<file path="src/rtl/rrts_pkg.sv">
// shared types and constants of the round-robin thread scheduler
package rrts_pkg;

   localparam int MAX_THREADS = 16;
   localparam int SLOT_W      = $clog2(MAX_THREADS);
   localparam int CNT_W       = $clog2(MAX_THREADS + 1);
   localparam int OP_W        = 3;
   localparam int STATUS_W    = 3;
   localparam int SLOT_FLD_W  = 4;

   typedef enum logic [1:0] {
      SLOT_FREE    = 2'd0,
      SLOT_READY   = 2'd1,
      SLOT_BLOCKED = 2'd2,
      SLOT_RUNNING = 2'd3
   } slot_state_type;

   typedef enum logic [OP_W-1:0] {
      OP_CREATE  = 3'd0,
      OP_START   = 3'd1,
      OP_YIELD   = 3'd2,
      OP_BLOCK   = 3'd3,
      OP_FINISH  = 3'd4,
      OP_UNBLOCK = 3'd5
   } op_type;

   typedef enum logic [STATUS_W-1:0] {
      STATUS_OK          = 3'd0,
      STATUS_ALL_DONE    = 3'd1,
      STATUS_DEADLOCK    = 3'd2,
      STATUS_FULL        = 3'd3,
      STATUS_NOT_BLOCKED = 3'd4,
      STATUS_NO_RUNNING  = 3'd5
   } status_type;

   typedef enum logic [1:0] {
      HALT_NONE     = 2'd0,
      HALT_ALL_DONE = 2'd1,
      HALT_DEADLOCK = 2'd2
   } halt_type;

endpackage

</file>
<file path="src/rtl/rrts_if.sv">
// request and response channel interfaces of the scheduler

interface rrts_req_if;
   logic       valid;
   logic       ready;
   logic [2:0] operation;
   logic [3:0] target_slot;

   modport source (output valid, output operation, output target_slot, input ready);
   modport sink   (input valid, input operation, input target_slot, output ready);
endinterface

interface rrts_rsp_if;
   logic       valid;
   logic       ready;
   logic [2:0] status;
   logic [3:0] slot;

   modport source (output valid, output status, output slot, input ready);
   modport sink   (input valid, input status, input slot, output ready);
endinterface

</file>
<file path="src/rtl/round_robin_thread_scheduler.sv">
// a request passes through the input register, then the result register, to the response
// one request per cycle unless stalled; slot table update and queue pop share one cycle
// a response held by the sink stalls the input register, and a request is still taken
//   while the input register is empty or draining
// reset (synchronous, active high) frees all slots, empties the ready queue, clears the
//   running thread and the halt status; queue entries themselves are not cleared
module round_robin_thread_scheduler import rrts_pkg::*; (
   input  logic      clock,
   input  logic      reset,
   rrts_req_if.sink  req_ch,
   rrts_rsp_if.source rsp_ch
);

   // input register
   logic                  in_valid_ff;
   logic [OP_W-1:0]       op_ff;
   logic [3:0]            target_ff;

   // result register
   logic                  rsp_valid_ff;
   status_type            status_ff;
   logic [SLOT_FLD_W-1:0] slot_ff;

   // scheduler state
   slot_state_type        slot_state_ff [MAX_THREADS];
   slot_state_type        slot_state_in [MAX_THREADS];
   logic [SLOT_W-1:0]     fifo_ff [MAX_THREADS];
   logic [SLOT_W-1:0]     head_ff, head_in;
   logic [SLOT_W-1:0]     tail_ff, tail_in;
   logic [CNT_W-1:0]      count_ff, count_in;
   logic [SLOT_W-1:0]     running_ff, running_in;
   logic                  has_run_ff, has_run_in;
   halt_type              halt_ff, halt_in;

   // per-request work signals
   logic                  fire;
   logic                  push_en;
   logic [SLOT_W-1:0]     push_val;
   logic                  pop_en;
   logic [SLOT_W-1:0]     pop_val;
   logic                  do_dispatch;
   logic                  any_blocked;
   logic                  free_found;
   logic [SLOT_W-1:0]     free_idx;
   logic [SLOT_W+3:0]     tgt_ext;
   logic                  tgt_in_range;
   logic [SLOT_W-1:0]     tgt_idx;
   logic [SLOT_W-1:0]     cur_slot;
   status_type            status_in;
   logic [SLOT_W-1:0]     slot_in;

   function automatic logic [SLOT_W-1:0] wrap_inc(input logic [SLOT_W-1:0] p);
      if (p == SLOT_W'(MAX_THREADS - 1)) begin
         return '0;
      end
      return p + SLOT_W'(1);
   endfunction

   function automatic logic [SLOT_FLD_W-1:0] to_field(input logic [SLOT_W-1:0] s);
      logic [SLOT_W+3:0] ext;
      ext = {4'b0000, s};
      return ext[SLOT_FLD_W-1:0];
   endfunction

   // handshake
   assign fire         = in_valid_ff && (!rsp_valid_ff || rsp_ch.ready);
   assign req_ch.ready = !in_valid_ff || fire;
   assign rsp_ch.valid = rsp_valid_ff;
   assign rsp_ch.status = status_ff;
   assign rsp_ch.slot   = slot_ff;

   // request register
   always_ff @(posedge clock) begin
      if (reset) begin
         in_valid_ff <= 1'b0;
      end else if (req_ch.ready) begin
         in_valid_ff <= req_ch.valid;
      end
      if (req_ch.valid && req_ch.ready) begin
         op_ff     <= req_ch.operation;
         target_ff <= req_ch.target_slot;
      end
   end

   // lowest free slot
   always_comb begin
      free_found = 1'b0;
      free_idx   = '0;
      for (int i = MAX_THREADS - 1; i >= 0; i--) begin
         if (slot_state_ff[i] == SLOT_FREE) begin
            free_found = 1'b1;
            free_idx   = SLOT_W'(i);
         end
      end
   end

   // unblock target decode
   assign tgt_ext      = {SLOT_W'(0), target_ff};
   assign tgt_in_range = tgt_ext < (SLOT_W + 4)'(MAX_THREADS);
   assign tgt_idx      = tgt_ext[SLOT_W-1:0];
   assign cur_slot     = has_run_ff ? running_ff : '0;

   // operation decode and slot table update
   always_comb begin
      slot_state_in = slot_state_ff;
      push_en       = 1'b0;
      push_val      = '0;
      do_dispatch   = 1'b0;
      status_in     = STATUS_OK;
      slot_in       = cur_slot;
      if (halt_ff != HALT_NONE) begin
         status_in = status_type'({1'b0, halt_ff});
         slot_in   = '0;
      end else begin
         case (op_ff)
            OP_CREATE: begin
               if (free_found) begin
                  slot_state_in[free_idx] = SLOT_READY;
                  push_en  = 1'b1;
                  push_val = free_idx;
                  slot_in  = free_idx;
               end else begin
                  status_in = STATUS_FULL;
                  slot_in   = '0;
               end
            end
            OP_START: begin
               do_dispatch = !has_run_ff;
            end
            OP_YIELD, OP_BLOCK, OP_FINISH: begin
               if (!has_run_ff) begin
                  status_in = STATUS_NO_RUNNING;
                  slot_in   = '0;
               end else begin
                  do_dispatch = 1'b1;
                  if (op_ff == OP_YIELD) begin
                     slot_state_in[running_ff] = SLOT_READY;
                     push_en  = 1'b1;
                     push_val = running_ff;
                  end else if (op_ff == OP_BLOCK) begin
                     slot_state_in[running_ff] = SLOT_BLOCKED;
                  end else begin
                     slot_state_in[running_ff] = SLOT_FREE;
                  end
               end
            end
            OP_UNBLOCK: begin
               if (tgt_in_range && slot_state_ff[tgt_idx] == SLOT_BLOCKED) begin
                  slot_state_in[tgt_idx] = SLOT_READY;
                  push_en  = 1'b1;
                  push_val = tgt_idx;
               end else begin
                  status_in = STATUS_NOT_BLOCKED;
                  slot_in   = '0;
               end
            end
            default: begin
               status_in = STATUS_OK;
            end
         endcase
      end

      // blocked scan on the updated table
      any_blocked = 1'b0;
      for (int i = 0; i < MAX_THREADS; i++) begin
         if (slot_state_in[i] == SLOT_BLOCKED) begin
            any_blocked = 1'b1;
         end
      end

      // dispatch: run the queue head or halt
      pop_en     = 1'b0;
      pop_val    = (count_ff == '0) ? push_val : fifo_ff[head_ff];
      running_in = running_ff;
      has_run_in = has_run_ff;
      halt_in    = halt_ff;
      if (do_dispatch) begin
         if (count_ff != '0 || push_en) begin
            pop_en                 = 1'b1;
            slot_state_in[pop_val] = SLOT_RUNNING;
            running_in             = pop_val;
            has_run_in             = 1'b1;
            status_in              = STATUS_OK;
            slot_in                = pop_val;
         end else begin
            running_in = '0;
            has_run_in = 1'b0;
            halt_in    = any_blocked ? HALT_DEADLOCK : HALT_ALL_DONE;
            status_in  = any_blocked ? STATUS_DEADLOCK : STATUS_ALL_DONE;
            slot_in    = '0;
         end
      end
   end

   // queue pointers
   always_comb begin
      head_in  = pop_en ? wrap_inc(head_ff) : head_ff;
      tail_in  = push_en ? wrap_inc(tail_ff) : tail_ff;
      count_in = count_ff + CNT_W'(push_en) - CNT_W'(pop_en);
   end

   // state registers
   always_ff @(posedge clock) begin
      if (reset) begin
         for (int i = 0; i < MAX_THREADS; i++) begin
            slot_state_ff[i] <= SLOT_FREE;
         end
         head_ff    <= '0;
         tail_ff    <= '0;
         count_ff   <= '0;
         running_ff <= '0;
         has_run_ff <= 1'b0;
         halt_ff    <= HALT_NONE;
      end else if (fire) begin
         slot_state_ff <= slot_state_in;
         head_ff       <= head_in;
         tail_ff       <= tail_in;
         count_ff      <= count_in;
         running_ff    <= running_in;
         has_run_ff    <= has_run_in;
         halt_ff       <= halt_in;
      end
   end

   // ready queue entries
   always_ff @(posedge clock) begin
      if (fire && push_en) begin
         fifo_ff[tail_ff] <= push_val;
      end
   end

   // response register
   always_ff @(posedge clock) begin
      if (reset) begin
         rsp_valid_ff <= 1'b0;
      end else if (fire) begin
         rsp_valid_ff <= 1'b1;
      end else if (rsp_ch.ready) begin
         rsp_valid_ff <= 1'b0;
      end
      if (fire) begin
         status_ff <= status_in;
         slot_ff   <= to_field(slot_in);
      end
   end

endmodule

</file>
<file path="src/flat_wrapper.sv">
// flat-port wrapper written by rule: the top's interface ports become plain ports
module round_robin_thread_scheduler_flat import rrts_pkg::*;
  (clock, reset, req_ch_valid, req_ch_operation, req_ch_target_slot, req_ch_ready, rsp_ch_valid, rsp_ch_status, rsp_ch_slot, rsp_ch_ready);
  rrts_req_if req_ch_i ();
  rrts_rsp_if rsp_ch_i ();
  input  logic clock;
  input  logic reset;
  input wire logic [$bits(req_ch_i.valid)-1:0] req_ch_valid;
  input wire logic [$bits(req_ch_i.operation)-1:0] req_ch_operation;
  input wire logic [$bits(req_ch_i.target_slot)-1:0] req_ch_target_slot;
  output wire logic [$bits(req_ch_i.ready)-1:0] req_ch_ready;
  output wire logic [$bits(rsp_ch_i.valid)-1:0] rsp_ch_valid;
  output wire logic [$bits(rsp_ch_i.status)-1:0] rsp_ch_status;
  output wire logic [$bits(rsp_ch_i.slot)-1:0] rsp_ch_slot;
  input wire logic [$bits(rsp_ch_i.ready)-1:0] rsp_ch_ready;
  assign req_ch_i.valid = req_ch_valid;
  assign req_ch_i.operation = req_ch_operation;
  assign req_ch_i.target_slot = req_ch_target_slot;
  assign req_ch_ready = req_ch_i.ready;
  assign rsp_ch_valid = rsp_ch_i.valid;
  assign rsp_ch_status = rsp_ch_i.status;
  assign rsp_ch_slot = rsp_ch_i.slot;
  assign rsp_ch_i.ready = rsp_ch_ready;
  round_robin_thread_scheduler u_core (.clock(clock), .reset(reset), .req_ch(req_ch_i), .rsp_ch(rsp_ch_i));
endmodule
</file>
<file path="config.mk">
export PLATFORM = sky130hd
export DESIGN_NAME = round_robin_thread_scheduler_flat
export DESIGN_NICKNAME = d
export VERILOG_FILES = /design/src/rtl/rrts_pkg.sv /design/src/rtl/rrts_if.sv /design/src/rtl/round_robin_thread_scheduler.sv /design/src/flat_wrapper.sv
export SDC_FILE = /design/constraint.sdc
export NUM_CORES = 1
export LEC_CHECK = 0
export ABC_CLOCK_PERIOD_IN_PS = 7600
export BUFFER_PORTS_ARGS = -buffer_cell sky130_fd_sc_hd__buf_2
export CAP_MARGIN = 40
export CORE_ASPECT_RATIO = 0.75
export CORE_MARGIN = 1.5
export CORE_UTILIZATION = 40
export DETAILED_ROUTE_END_ITERATION = 8
export PLACE_DENSITY = 0.63
export SETUP_SLACK_MARGIN = 0.02
export SLEW_MARGIN = 5
export SYNTH_ARGS = -nofsm -noshare
export SYNTH_HDL_FRONTEND = slang
export SYNTH_SLANG_ARGS = --single-unit
</file>
<file path="constraint.sdc">
create_clock -name clock -period 7.6 [get_ports clock]
set_input_delay 1.14 -clock clock [delete_from_list [all_inputs] [get_ports clock]]
set_output_delay 1.14 -clock clock [all_outputs]
set_load 0.1 [all_outputs]
</file>
==> results of run 1 <==
[worst max-delay path by stage]
stage,to,slack [ps],depth (start not counted)
floorplan,u_core.count_ff[4],3870,18
global placement,u_core.count_ff[4],3070,17
detailed placement,u_core.count_ff[4],3070,17
CTS,u_core.count_ff[4],3040,17
global route,u_core.count_ff[4],2680,17
finish,u_core.count_ff[4],2870,17
[layer usage]
metal | global-route usage, % | up-vias | part of all wire, %
met4 | 8.41 | 0 | 2.7
met2 | 34.0 | 577 | 38
met3 | 8.25 | 71 | 14
met5 | 0 | - | 0
li1 | - | 3465 | -
met1 | 41.6 | 3747 | 46
[sequential cells by signal (all words and copies together) (netlist names), named ones only]
name,flops
u_core.count_ff,5
u_core.fifo_ff,64
u_core.halt_ff,2
u_core.has_run_ff,1
u_core.head_ff,4
u_core.in_valid_ff,1
u_core.op_ff,3
u_core.rsp_ch.slot,4
u_core.rsp_ch.status,3
u_core.rsp_ch.valid,1
u_core.running_ff,4
u_core.slot_state_ff,32
u_core.tail_ff,4
u_core.target_ff,4
[synthesized netlist by cell type, types with 5 or more instances]
master     number  area share (%)
inv_1          19            0.84
a21oi_1        59             3.5
o21ai_0        77             4.5
dfxtp_1        58              14
buf_2          10            0.59
a31oi_1        25             1.8
ha_1           11             1.6
and2_1          9            0.66
a22oi_1        13             1.2
clkbuf_1       48             2.1
mux4_2         24             6.4
a211o_1         7            0.72
a211oi_1        7            0.62
nand2b_1       29             2.1
o31ai_1         9            0.80
o21a_1         10            0.89
nor2_1        112             5.0
xnor2_1         5            0.52
a2bb2oi_1       5            0.52
o22a_1          6            0.62
o221ai_1       14             1.4
or2_2           7            0.52
o22ai_1        13            0.96
nor4_1          7            0.52
nor2b_1         9            0.66
mux2_2          7            0.93
or3_1           5            0.37
nand2_1        76             3.4
nor3_1         27             1.6
edfxtp_1       78              28
o211ai_1        5            0.44
buf_1           8            0.35
nand3_1        13            0.77
[through the flow]
stage          power, uW  cell area, sq um  util [%]  hold slack, ps  cells
3_5_place_dp        1170              8830      43.1             467   1171
6_report            2080              9480      46.2             474   1203
5_1_grt             2140              9480      46.2             516   1203
4_1_cts             2080              9480      46.2             477   1203
2_1_floorplan       1060              8480         -             449    917
3_3_place_gp        1170              8760      42.7             471   1164
[worst max-delay path, cell delays in order (launching register included)]
cell and delay, ps:
edfxtp_1 790, nor3b_1 640, a211o_1 750, nand2_1 310, o211ai_4 250, inv_1 120
ha_1 280, inv_1 50, ha_1 160, inv_1 50, fa_1 390, inv_1 70
a21oi_1 60, nor2_1 90, nor2_1 50, xnor2_1 120, or3_1 300, a21oi_1 140
[cell families (layout without fill, tap and decap cells)]
kind of cell | count (synthesis) | in the layout | synth area share [%]
AOI/OAI and AO/OA | 302 | 302 | 24.2
xor gates and xnor gates | 8 | 8 | 0.827
adders and majority gates | 12 | 12 | 1.86
buffers and inverters | 87 | 91 | 4.00
DFF | 136 | 136 | 41.3
muxes | 36 | 36 | 8.09
and+or+nand+nor | 336 | 336 | 19.6
[report_power, final]
group / switching, uW / internal, uW / total (uW)
clock: 374 / 539 / 913
combinational: 225 / 114 / 338
sequential: 39.2 / 793 / 833
total: 639 / 1450 / 2080
[layout make-up]
type	instances	area (sq um)
Inverter	21	78.8
Multi-Input combinational cell	694	4640
Fill cell	1948	11000
Timing Repair Buffer	38	256
Sequential cell	136	3500
Clock inverter	15	220
Tap cell	282	353
Clock buffer	17	425
==> reports/summary.txt, run 1 <==
Pwr per Cell Area -> 220 mW/mm^2
path depth of the worst reg2reg path -> 17
Tcrit/Tclk final -> 62.2%
synthesized area -> 0.00848 sq mm
Final Hold Fails -> 0
final slew viol count -> 0
postcts setup bufs -> 0
full die area -> 0.0221 sq mm
initial drt markers -> 1370
Distinct cells, synth -> 92
EDFF count, synth -> 78
gr usage total -> 26.6%
Synth Register Bits -> 136
GR Overflow Total -> 0
Leak -> 0.00301 uW
cts hold-fix bufs -> 0
Worst setup SP type -> register
worst hold path endpoint -> u_core.count_ff[2]
largest net degree at the start of global routing -> 39
post-synthesis sequential area ratio -> 41.3%
Total Nets Final -> 931
crit path max fanout -> 27
Clock H-tree levels -> 4
clock buffer depth -> 2
Syn Nets -> 940
# DRC -> 0
Post-Route Skew -> 16.5 ps
area delta synth->final -> 11.8%
routed via count -> 7860
CP Class -> reg -> reg
IO Count -> 20
Die X -> 171 microns
outcome -> finished, final reports clean
reg-to-reg slack, setup -> 2870 ps
vias in the first global route -> 6825
CORE AREA -> 0.0205 sq mm
WP data arrival -> 5070 ps
Tightest Pin Transition -> 986 ps
Async SR Flop Fraction -> 0%
WL/cell -> 24.1 microns
Detail Route Antenna Nets -> 0
vias per cell -> 6.53
Fin Setup TNS -> 0 ps
CTS tree -> yes
setup violators final -> 0
syn_area_per_cell -> 9.24 sq um
Die Y -> 129 microns
R2R Path End -> u_core.count_ff[4]
first-pass GRT wire length -> 43200 microns
Detailed Route WL -> 29000 microns
f_max -> 212 MHz
clk_lat worst skew -> 430 ps
clock sinks -> 136
Synth warnings -> 0
Worst setup EP type -> register
drt pass-1 iters -> 7
max cap viols -> 0
hold depth -> 2
commonest non-fill, non-tap cell in the layout -> nor2_1
Final min period -> 4730 ps
Root Driver -> clkbuf_16
Final WS setup -> 2870 ps
Hold Crit Start -> u_core.count_ff[2]
CP startpoint -> u_core.op_ff[1]
RSZ-0062 raised after global routing -> no
most frequent cells in the layout -> nor2_1 (112), edfxtp_1 (78), o21ai_0 (77)
gp weighted congestion -> 1.08
n_diodes -> 0
slew margin rel. -> 34.3%
data required time of the worst path -> 7950 ps
Hold/Removal Path Class -> reg -> reg
post-synthesis cell count -> 917
total CTS buffers -> 17
PortBufs -> 19
Post-synth top flop -> edfxtp_1
post-CTS sizing -> 0
dpl ws -> 3070 ps
Peak VDD IR -> 131 uV
RR Startpoint -> u_core.op_ff[1]
Worst-path clk slew -> 70 ps
initial antenna violation count -> 0
Rows -> 45
Initial Utilization -> 41.4%
post-DP HPWL -> 20700 microns
layout cells sized above 1 -> 15.1%
No activity file was read; power rests on OpenSTA's default activity.
==> inputs of run 2 (changes only) <==
--- a/config.mk
+++ b/config.mk
@@ -5,7 +5,8 @@
 export SDC_FILE = /design/constraint.sdc
 export NUM_CORES = 1
 export LEC_CHECK = 0
-export ABC_CLOCK_PERIOD_IN_PS = 7600
+export ABC_AREA = 1
+export ABC_CLOCK_PERIOD_IN_PS = 4500
 export BUFFER_PORTS_ARGS = -buffer_cell sky130_fd_sc_hd__buf_2
 export CAP_MARGIN = 40
 export CORE_ASPECT_RATIO = 0.75
==> constraint.sdc (replaced) <==
create_clock -name clock -period 4.5 [get_ports clock]
set_input_delay 0.675 -clock clock [delete_from_list [all_inputs] [get_ports clock]]
set_output_delay 0.675 -clock clock [all_outputs]
set_load 0.1 [all_outputs]
==> run 2 against run 1 <==
Global-route usage down 1.5 points; critical path depth up 6; total power up 59%; synthesized cell count up 24%; combinational power up 66%; clock-buffer cell count unchanged; die area down 2.7%; worst hold slack worse by 54 ps; final cell count up 18%; synthesized area down 2.7%; worst setup slack worse by 2200 ps.
==> reports/summary.txt, run 2 <==
slew margin rel. -> 51.4%
Post-synth top flop -> edfxtp_1
clock buffer depth -> 2
Synth Register Bits -> 136
Leak -> 0.00368 uW
top post-synthesis cells by area -> edfxtp_1 (28%), dfxtp_1 (14%), nand2_1 (13%), inv_1 (7.2%), o21ai_0 (5.8%)
Tightest Pin Transition -> 727 ps
CP Class -> reg -> reg
Die X -> 169 microns
Hold/Removal Path Class -> in -> reg
top-area cell type share of the netlist area -> 28.4%
syn_area_per_cell -> 7.25 sq um
outcome -> finished, final reports clean
Die Y -> 127 microns
max cap viols -> 0
Distinct cells, synth -> 44
initial drt markers -> 972
Final Instance Area -> 0.00922 sq mm
Worst setup EP type -> register
number of flip-flops in the largest register -> 64
Worst Path Buf+Inv -> 4
Async SR Flop Fraction -> 0%
CP max stage delay -> 480 ps
biggest regs -> u_core.fifo_ff: 64 flops, u_core.slot_state_ff: 32 flops, u_core.count_ff: 5 flops
cts hold-fix bufs -> 0
Detailed Route WL -> 26400 microns
IO Count -> 20
Detail Route Antenna Nets -> 0
Worst setup SP type -> register
routed via count -> 8055
layout cells sized above 1 -> 8.18%
Rows -> 45
CORE AREA -> 0.0202 sq mm
Peak VDD IR -> 228 uV
gr usage total -> 25.1%
crit path max fanout -> 10
Top reg by flops -> u_core.fifo_ff
post-DP HPWL -> 19000 microns
Filler Cell Count -> 2008
first-pass GRT wire length -> 40900 microns
initial antenna violation count -> 0
most common cell in the netlist -> nand2_1
clock sinks -> 136
Synth warnings -> 0
Final Hold Fails -> 0
Final min period -> 3820 ps
full die area -> 0.0215 sq mm
vias per cell -> 5.67
# DRC -> 0
Placed Area -> 0.00865 sq mm
final slew viol count -> 0
GR Overflow Total -> 0
Tcrit/Tclk final -> 84.9%
largest net degree at the start of global routing -> 52
Crit-path slowest cell -> edfxtp_1
Fin Setup TNS -> 0 ps
Syn Nets -> 1160
postcts setup bufs -> 0
post-CTS sizing -> 0
most frequent cells in the layout -> nand2_1 (280), inv_1 (159), nor2_1 (121)
reg-to-reg slack, setup -> 680 ps
delay-heaviest family, CP -> simple AND/OR/NAND/NOR gates
Post-Layout Cell Count -> 1420
WL/cell -> 18.6 microns
RSZ-0062 raised after global routing -> no
n_diodes -> 0
WP data arrival -> 4180 ps
Final WS setup -> 679 ps
total CTS buffers -> 17
Initial Utilization -> 40.8%
largest area contributor in the netlist -> edfxtp_1
commonest non-fill, non-tap cell in the layout -> nand2_1
Post-Route Skew -> 8.88 ps
Total Nets Final -> 1172
data required time of the worst path -> 4860 ps
drt pass-1 iters -> 7
Clock H-tree levels -> 4
Pwr per Cell Area -> 360 mW/mm^2
clk_lat worst skew -> 430 ps
CP dominant cell by count -> nand2_1
gp weighted congestion -> 0.980
CTS tree -> yes
DP Cell Count -> 1388
CP Cell Sequence -> nand2_2 > o22ai_1 > o21ai_0 > nand4_1 > nand2_2 > nor2_4 > inv_2 > o211ai_1 > nand2_1 > inv_2 > nor2_1 > nor2_2 > ha_1 > inv_1 > ha_1 > inv_1 > fa_1 > o21a_1 > nand2_1 > nand2_1 > nor2_1 > o21ai_0 > a21oi_1
area delta synth->final -> 11.8%
f_max -> 262 MHz
setup violators final -> 0
EDFF count, synth -> 78
vias in the first global route -> 7148
Worst-path clk slew -> 60 ps
post-synthesis cell count -> 1137
PortBufs -> 19
Root Driver -> clkbuf_16
synthesized area -> 0.00824 sq mm
dpl ws -> 748 ps
Post-synth top cells -> nand2_1 (280), inv_1 (159), nor2_1 (121), o21ai_0 (96), edfxtp_1 (78)
post-synthesis sequential area ratio -> 42.5%
## run 2: per-layer routing
layer / share of wire (%) / GRT usage (%) / wire (microns)
met5: 0 / 0 / 0
met4: 1.6 / 7.30 / 422
met3: 12 / 6.57 / 3200
met2: 37 / 32.3 / 9840
met1: 49 / 40.0 / 12900
## run 2: worst reg2reg max path: cells and delay by family, from the launching register on
kind | cells | cell delay (ps)
adders and majority gates | 3 | 860
and+or+nand+nor | 10 | 1260
DFF | 1 | 480
buffers and inverters | 4 | 240
AOI/OAI and AO/OA | 6 | 930
## run 2: cell families (layout without fill, tap and decap cells)
kind of cell | count (synthesis) | after routing | synth area share (%)
simple gates | 480 | 480 | 23.8
compound gates | 290 | 290 | 21.4
flops | 136 | 136 | 42.5
fa+ha+maj | 12 | 12 | 1.91
buf+inv | 215 | 240 | 9.91
xor+xnor | 4 | 4 | 0.425
## run 2: area by class of cell
class | instances | area, sq um | share of cell area, %
multi-input combinational | 786 | 3930 | 42.7
sequential | 136 | 3500 | 38.0
inverter | 171 | 643 | 6.98
clock buffer | 17 | 425 | 4.62
tap | 258 | 323 | 3.50
timing repair buffer | 37 | 246 | 2.67
clock inverter | 15 | 141 | 1.53
## run 2: power by group
| group | switching, uW | internal (uW) | leakage (uW) | total (uW) |
|---|---|---|---|---|
| registers | 40.9 | 1340 | 0.00117 | 1390 |
| logic | 408 | 153 | 0.00224 | 561 |
| clock network | 596 | 771 | 0.000265 | 1370 |
## run 2: worst paths after layout
kind,start,end,cells after the start
max,u_core.target_ff[1],u_core.count_ff[4],23
min,req_ch_operation[0],u_core.op_ff[0],1
max reg2reg,u_core.target_ff[1],u_core.count_ff[4],23
min reg2reg,u_core.count_ff[4],u_core.count_ff[4],1
## run 2: per-stage QoR
step / hold WS, ps / total power, uW / util, %
finish: 420 / 3310 / 45.6
floorplan: 422 / 1790 / -
global placement: 446 / 1950 / 42.6
CTS: 407 / 3310 / 45.6
global route: 413 / 3440 / 45.6
detailed placement: 449 / 1950 / 42.8
